--- src/rtl/spr_pkg.sv ---
// Package for the servo position reply parser.
// Holds the reply header codes, status codes, register indexes and reset values.
// No dependencies.
package spr_pkg;

  localparam int unsigned BYTE_W    = 8;
  localparam int unsigned INDEX_W   = 9;
  localparam int unsigned POS_W     = 16;
  localparam int unsigned STATUS_W  = 2;
  localparam int unsigned CFG_IDX_W = 1;

  localparam logic [BYTE_W-1:0]  HDR_BYTE     = 8'h55;
  localparam logic [BYTE_W-1:0]  REPLY_LEN    = 8'd5;
  localparam logic [BYTE_W-1:0]  POS_READ_CMD = 8'd28;
  localparam logic [INDEX_W-1:0] INDEX_MAX    = 9'd511;
  localparam logic [INDEX_W-1:0] HDR_LAST_IDX = 9'd4;

  localparam logic [BYTE_W-1:0] SERVO_ID_RESET     = 8'd1;
  localparam logic [BYTE_W-1:0] SEARCH_LIMIT_RESET = 8'd30;

  localparam logic [CFG_IDX_W-1:0] REG_SERVO_ID     = 1'b0;
  localparam logic [CFG_IDX_W-1:0] REG_SEARCH_LIMIT = 1'b1;

  localparam logic [STATUS_W-1:0] STATUS_OK         = 2'd0;
  localparam logic [STATUS_W-1:0] STATUS_NO_HEADER  = 2'd1;
  localparam logic [STATUS_W-1:0] STATUS_BAD_CHKSUM = 2'd2;

endpackage

--- src/rtl/servo_position_reply_parser.sv ---
// Servo position reply parser: one received byte per transfer, one result per buffer.
// Latency: a result is valid in the cycle after the transfer of the byte that ends it.
// One byte per cycle while in_ready holds; the per-byte state update is the only loop.
// A byte is taken whenever the result register is empty or being emptied.
// Reset (rst, synchronous) clears the parser and loads servo_id 1 and search_limit 30;
// the parser then ignores bytes until one arrives with start_req set.
module servo_position_reply_parser (
  input  logic                             clk,
  input  logic                             rst,
  input  logic                             cfg_write_en,
  input  logic [spr_pkg::CFG_IDX_W-1:0]    cfg_index,
  input  logic [spr_pkg::BYTE_W-1:0]       cfg_data,
  input  logic                             in_valid,
  output logic                             in_ready,
  input  logic [spr_pkg::BYTE_W-1:0]       rx_byte,
  input  logic                             start_req,
  output logic                             out_valid,
  input  logic                             out_ready,
  output logic [spr_pkg::POS_W-1:0]        position,
  output logic [spr_pkg::STATUS_W-1:0]     status
);

  logic [spr_pkg::BYTE_W-1:0]    servo_id;
  logic [spr_pkg::BYTE_W-1:0]    search_limit;

  logic [4*spr_pkg::BYTE_W-1:0]  recent_bytes, recent_bytes_next;
  logic [spr_pkg::INDEX_W-1:0]   byte_index, byte_index_next;
  logic                          locked, locked_next;
  logic [1:0]                    payload_count, payload_count_next;
  logic [spr_pkg::POS_W-1:0]     position_hold, position_hold_next;
  logic [spr_pkg::BYTE_W-1:0]    running_sum, running_sum_next;
  logic                          finished, finished_next;

  logic                          emit;
  logic [spr_pkg::POS_W-1:0]     emit_position;
  logic [spr_pkg::STATUS_W-1:0]  emit_status;

  logic                          accept;
  logic                          hit;
  logic [spr_pkg::BYTE_W-1:0]    limit;
  logic [spr_pkg::INDEX_W-1:0]   idx;
  logic [spr_pkg::BYTE_W-1:0]    sum_b;

  assign in_ready = !out_valid || out_ready;
  assign accept   = in_valid && in_ready;
  assign limit    = (search_limit == '0) ? spr_pkg::BYTE_W'(1) : search_limit;

  always_comb begin
    recent_bytes_next  = start_req ? '0 : recent_bytes;
    idx                = start_req ? '0 : byte_index;
    locked_next        = start_req ? 1'b0 : locked;
    payload_count_next = start_req ? 2'd0 : payload_count;
    position_hold_next = start_req ? '0 : position_hold;
    running_sum_next   = start_req ? '0 : running_sum;
    finished_next      = start_req ? 1'b0 : finished;
    byte_index_next    = idx;
    emit               = 1'b0;
    emit_position      = '0;
    emit_status        = spr_pkg::STATUS_OK;
    sum_b              = running_sum_next + rx_byte;
    hit = (recent_bytes_next[31:24] == spr_pkg::HDR_BYTE) &&
          (recent_bytes_next[23:16] == spr_pkg::HDR_BYTE) &&
          (recent_bytes_next[15:8] == servo_id) &&
          (recent_bytes_next[7:0] == spr_pkg::REPLY_LEN) &&
          (rx_byte == spr_pkg::POS_READ_CMD);
    if (!finished_next) begin
      if (idx < spr_pkg::INDEX_MAX) begin
        byte_index_next = idx + spr_pkg::INDEX_W'(1);
      end
      if (locked_next) begin
        unique case (payload_count_next)
          2'd0: begin
            position_hold_next = {8'd0, rx_byte};
            running_sum_next   = sum_b;
            payload_count_next = 2'd1;
          end
          2'd1: begin
            position_hold_next = {rx_byte, position_hold_next[7:0]};
            running_sum_next   = sum_b;
            payload_count_next = 2'd2;
          end
          default: begin
            emit          = 1'b1;
            finished_next = 1'b1;
            locked_next   = 1'b0;
            if (~running_sum_next == rx_byte) begin
              emit_position = position_hold_next;
              emit_status   = spr_pkg::STATUS_OK;
            end else begin
              emit_status = spr_pkg::STATUS_BAD_CHKSUM;
            end
          end
        endcase
      end else if (idx >= spr_pkg::HDR_LAST_IDX && hit) begin
        locked_next        = 1'b1;
        payload_count_next = 2'd0;
        position_hold_next = '0;
        running_sum_next   = servo_id + spr_pkg::REPLY_LEN + spr_pkg::POS_READ_CMD;
      end else if (idx >= spr_pkg::HDR_LAST_IDX &&
                   (idx - spr_pkg::INDEX_W'(3)) >= {1'b0, limit}) begin
        emit          = 1'b1;
        emit_status   = spr_pkg::STATUS_NO_HEADER;
        finished_next = 1'b1;
        locked_next   = 1'b0;
      end else begin
        recent_bytes_next = {recent_bytes_next[23:0], rx_byte};
      end
    end
  end

  always_ff @(posedge clk) begin
    if (rst) begin
      servo_id      <= spr_pkg::SERVO_ID_RESET;
      search_limit  <= spr_pkg::SEARCH_LIMIT_RESET;
      recent_bytes  <= '0;
      byte_index    <= '0;
      locked        <= 1'b0;
      payload_count <= 2'd0;
      position_hold <= '0;
      running_sum   <= '0;
      finished      <= 1'b1;
      out_valid     <= 1'b0;
    end else begin
      if (cfg_write_en) begin
        unique case (cfg_index)
          spr_pkg::REG_SERVO_ID:     servo_id <= cfg_data;
          spr_pkg::REG_SEARCH_LIMIT: search_limit <= cfg_data;
          default: ;
        endcase
      end
      if (accept) begin
        recent_bytes  <= recent_bytes_next;
        byte_index    <= byte_index_next;
        locked        <= locked_next;
        payload_count <= payload_count_next;
        position_hold <= position_hold_next;
        running_sum   <= running_sum_next;
        finished      <= finished_next;
      end
      if (accept && emit) begin
        out_valid <= 1'b1;
      end else if (out_ready) begin
        out_valid <= 1'b0;
      end
    end
  end

  always_ff @(posedge clk) begin
    if (accept && emit) begin
      position <= emit_position;
      status   <= emit_status;
    end
  end

  a_locked_not_finished : assert property (@(posedge clk) disable iff (rst)
    locked |-> !finished) else $error("parser locked after its result was given");

  a_payload_needs_lock : assert property (@(posedge clk) disable iff (rst)
    (payload_count != 2'd0) |-> (locked || finished))
    else $error("payload count set without header lock");

  a_lock_after_header : assert property (@(posedge clk) disable iff (rst)
    locked |-> (byte_index >= 9'd5)) else $error("header lock before five bytes");

  a_result_ends_buffer : assert property (@(posedge clk) disable iff (rst)
    (accept && emit) |=> (finished && !locked && out_valid))
    else $error("result transfer did not close the buffer");

  a_error_zero_position : assert property (@(posedge clk) disable iff (rst)
    (out_valid && status != spr_pkg::STATUS_OK) |-> (position == '0))
    else $error("error result carries a position");

endmodule

--- config.mk ---
export PLATFORM = sky130hd
export DESIGN_NAME = servo_position_reply_parser
export DESIGN_NICKNAME = d
export VERILOG_FILES = /design/src/rtl/spr_pkg.sv /design/src/rtl/servo_position_reply_parser.sv
export SDC_FILE = /design/constraint.sdc
export NUM_CORES = 1
export LEC_CHECK = 0
export BUFFER_PORTS_ARGS = -buffer_cell sky130_fd_sc_hd__buf_4
export CAP_MARGIN = 20
export CORE_UTILIZATION = 40
export CTS_BUF_LIST = sky130_fd_sc_hd__clkbuf_2
export DETAILED_ROUTE_END_ITERATION = 10
export SYNTH_ARGS = -nofsm -noshare
export SYNTH_HDL_FRONTEND = slang
export SYNTH_SLANG_ARGS = --single-unit
--- constraint.sdc ---
create_clock -name clk -period 12.2 [get_ports clk]
set_input_delay 0.61 -clock clk [delete_from_list [all_inputs] [get_ports clk]]
set_output_delay 0.61 -clock clk [all_outputs]
set_load 0.005 [all_outputs]
==> run summary <==
Number of buffers added on ports -> 42
Maximum fanout along the worst path -> 43
Buffers from clock root to sink, at most -> 2
Critical path arrival -> 4.77 ns
Syn_nets -> 693
Clock-pin transition on the worst setup and hold timing paths -> 0.27 ns
Total Routed Length -> 14100 µm
Warning count from the yosys run -> 0
Worst clock skew -> 0.0401 ns
Slew headroom -> 0.293
Power spent charging and discharging nets -> 160 µW
Setup repair after global routing missed its margin -> false
Endpoint of the worst hold path -> servo_id[3]$_SDFFE_PP0P_
Netlist area before placement -> 5630 µm²
Synthesis-to-finish area growth -> 8.03%
Final HPWL DP -> 9910 µm
Max frequency -> 0.238 GHz
Max IR drop VDD -> 46.3 µV
Number of global-route vias before repair -> 4551
Hold_sp -> cfg_data[3]
Clock tree from TritonCTS -> yes
Number of design rule violations left after detail routing -> 0
Cell row count -> 42
Portion of total power attributed to combinational logic -> 0.115
Starting density of the core -> 0.417
Per-cell via count in the routed design -> 5.81
Endpoint of the worst-slack reg-to-reg timing path -> recent_bytes[23]$_SDFFE_PP0P_
Total I/O pin count -> 43
Antenna diode count -> 0
Area share of the leading cell type in the synthesized netlist -> 0.306
Worst reg-to-reg setup slack -> 8.39 ns
Post-detailed-route count of antenna-violating nets -> 0
Buffers inserted during post-CTS setup optimization -> 0
Layout Nets -> 706
Number of vias after detailed routing -> 4890
Clock insertion delay at the later pin of the skew report -> 0.63 ns
Time the final worst path needs with I/O delays and setup -> 4.20 ns
Number of sinks driven by the clock tree -> 104
Hold depth -> 3
Post-cts repair resize count -> 0
Total Routing Usage GR -> 0.201
Share of cells above drive strength 1 -> 0.116
Detailed-router iteration count before antenna repair -> 5
# hold bufs at CTS -> 0
H-Tree Depth -> 3
Reg2Reg Launch Point -> byte_index[0]$_SDFFE_PP0P_
Min-Delay Path Class -> input port to flop
Post-synth EDFFs -> 18
Biggest area consumer among synthesized cells -> sky130_fd_sc_hd__dfxtp_1
Most used flip-flop cell after synthesis -> sky130_fd_sc_hd__dfxtp_1
Most numerous cell types in the synthesized netlist -> 86 x sky130_fd_sc_hd__dfxtp_1, 58 x sky130_fd_sc_hd__nand2_1, 56 x sky130_fd_sc_hd__a21oi_1, 47 x sky130_fd_sc_hd__nor2_1, 31 x sky130_fd_sc_hd__clkbuf_1
Global-route wire length before repair -> 23100 µm
Floorplan Core Area -> 13500 µm²
Seq cells post-synth -> 104
Logic depth of the worst register-to-register path -> 15
Max-cap viol count -> 0
Avg WL per Cell -> 16.8 µm
Number of DRC markers after the initial detailed-route iteration -> 347
Launching element type of the critical path -> input port
Slew at the pin closest to its max-slew limit -> 1.06 ns
Clk Tree Root Cell -> sky130_fd_sc_hd__clkbuf_2
Sequential cell fraction of total power -> 0.642
Sum of overflow across all layers after global routing -> 0
Total CTS buffers -> 9
Leakage dissipation -> 2.50 nW
Pin count of the biggest net entering global routing -> 44
Post-synthesis cell type count -> 67
GPL Wtd Cong -> 0.899
Cell count after synthesis -> 648
Worst Hold Slack -> 0.196 ns
Start-to-end type of the worst setup path -> input port to flop
Pins over their slew limit -> 0
Top cells by area, synth -> sky130_fd_sc_hd__dfxtp_1 31%, sky130_fd_sc_hd__edfxtp_1 9.6%, sky130_fd_sc_hd__a21oi_1 5.0%
Mapped Avg Cell Area -> 8.68 µm²
Antenna violations before repair -> 0
Die boundary height -> 121 µm
Sequential element share of the synthesized area -> 0.402
Internal power -> 406 µW
Count of endpoints failing setup in the final report -> 0
Die outline width -> 121 µm
Most used standard cell by instance count after synthesis -> sky130_fd_sc_hd__dfxtp_1
Setup tns final -> 0 ns
Hold Violations, Final -> 0
Endpoint class of the critical path -> flop
DIE AREA -> 14500 µm²
Switching part of the total power -> 0.283
Outcome -> completed
Fraction of registers with async set/reset -> 0
Total power density per cell area -> 93.3 nW/µm²
Clock share of power -> 0.243
Required arrival time at the worst endpoint -> 12.77 ns
Final period util -> 0.345
cells by family after synthesis:
group | Yosys count | share of synthesized area
buffers and inverters | 68 | 0.0500
XOR/XNOR | 18 | 0.0280
adder cells (fa/ha/maj) | 22 | 0.0503
AND/OR/NAND/NOR | 233 | 0.215
flip-flops | 104 | 0.402
AO/OA/AOI/OAI | 194 | 0.237
multiplexers | 9 | 0.0173
registers in the layout (all words and copies together) (netlist names), 2 cells and up:
signal / cells
search_limit: 8
byte_index: 9
payload_count: 2
running_sum: 8
recent_bytes: 32
servo_id: 8
status: 2
position_hold: 16
position: 16
worst max-delay path, stage by stage:
cell	delay [ns]
sky130_fd_sc_hd__buf_4	0.36
sky130_fd_sc_hd__inv_1	0.38
sky130_fd_sc_hd__nand2_1	0.23
sky130_fd_sc_hd__inv_1	0.09
sky130_fd_sc_hd__ha_1	0.31
sky130_fd_sc_hd__o311ai_0	0.31
sky130_fd_sc_hd__nand2_1	0.11
sky130_fd_sc_hd__ha_1	0.31
sky130_fd_sc_hd__and4_1	0.17
sky130_fd_sc_hd__o21ai_0	0.08
sky130_fd_sc_hd__o211ai_1	0.25
sky130_fd_sc_hd__a211oi_2	0.10
sky130_fd_sc_hd__nor3_1	0.18
sky130_fd_sc_hd__buf_4	0.26
sky130_fd_sc_hd__o31a_1	0.73
sky130_fd_sc_hd__a22o_1	0.26
through the flow:
stage	cells	setup WS [ns]	utilization	total power [mW]	cell area (µm²)
after floorplan	648	7.29	-	0.414	5630
after global placement	826	7.55	0.444	0.434	6000
after detailed placement	826	7.41	0.444	0.435	6000
after CTS	841	8.09	0.450	0.572	6080
after global routing	841	7.72	0.450	0.593	6080
final	841	8.00	0.450	0.567	6080
worst max-delay path by stage:
stage	startpoint	end
after floorplan	start_req	position[0]$_SDFFCE_PP0P_
after global placement	start_req	recent_bytes[16]$_SDFFE_PP0P_
after detailed placement	start_req	recent_bytes[22]$_SDFFE_PP0P_
after CTS	start_req	recent_bytes[22]$_SDFFE_PP0P_
after global routing	start_req	recent_bytes[19]$_SDFFE_PP0P_
final	start_req	recent_bytes[23]$_SDFFE_PP0P_
layer usage:
metal | up-vias | part of all wire | wire [µm] | track usage
met4 | 0 | 0.016 | 228 | 0.0586
met5 | - | 0 | 0 | 0
met2 | 101 | 0.47 | 6680 | 0.330
met3 | 15 | 0.042 | 588 | 0.0467
li1 | 2401 | - | - | -
met1 | 2373 | 0.47 | 6640 | 0.261
final cells by class:
class | instances | area (µm²)
Inverter | 24 | 90.1
Clock inverter | 4 | 22.5
Fill cell | 1333 | 7430
Clock buffer | 11 | 55.1
Sequential cell | 104 | 2260
Tap cell | 176 | 220
Timing Repair Buffer | 46 | 345
Multi-Input combinational cell | 476 | 3080
cell usage in the layout, fill, tap and decap left out, types with 5 or more instances in the layout:
| cell type | netlist | final |
|---|---|---|
| sky130_fd_sc_hd__a21o_1 | 15 | 15 |
| sky130_fd_sc_hd__a21oi_1 | 56 | 56 |
| sky130_fd_sc_hd__a221oi_1 | 5 | 5 |
| sky130_fd_sc_hd__a22o_1 | 26 | 26 |
| sky130_fd_sc_hd__a31o_1 | 5 | 5 |
| sky130_fd_sc_hd__a31oi_1 | 6 | 6 |
| sky130_fd_sc_hd__and2_1 | 18 | 18 |
| sky130_fd_sc_hd__and3_1 | 6 | 6 |
| sky130_fd_sc_hd__buf_4 | 0 | 46 |
| sky130_fd_sc_hd__clkbuf_2 | 0 | 11 |
| sky130_fd_sc_hd__dfxtp_1 | 86 | 86 |
| sky130_fd_sc_hd__edfxtp_1 | 18 | 18 |
| sky130_fd_sc_hd__ha_1 | 21 | 21 |
| sky130_fd_sc_hd__inv_1 | 23 | 23 |
| sky130_fd_sc_hd__mux2_2 | 6 | 6 |
| sky130_fd_sc_hd__nand2_1 | 58 | 58 |
| sky130_fd_sc_hd__nand3_1 | 22 | 22 |
| sky130_fd_sc_hd__nor2_1 | 47 | 47 |
| sky130_fd_sc_hd__nor2b_1 | 15 | 15 |
| sky130_fd_sc_hd__nor3_1 | 22 | 22 |
| sky130_fd_sc_hd__nor4_1 | 12 | 12 |
| sky130_fd_sc_hd__nor4bb_1 | 9 | 9 |
| sky130_fd_sc_hd__o211ai_1 | 5 | 5 |
| sky130_fd_sc_hd__o21ai_0 | 28 | 28 |
| sky130_fd_sc_hd__o311a_1 | 9 | 9 |
| sky130_fd_sc_hd__xnor2_1 | 11 | 11 |
| sky130_fd_sc_hd__xor2_1 | 7 | 7 |
power groups by stage:
stage	clock, mW	sequential [mW]	combinational (mW)
2_1_floorplan	0	0.366	0.0483
3_3_place_gp	0	0.370	0.0634
3_5_place_dp	0	0.371	0.0647
4_1_cts	0.143	0.364	0.0652
5_1_grt	0.155	0.366	0.0724
6_report	0.138	0.364	0.0654
Note: power is estimated with default switching activity, not from simulation.
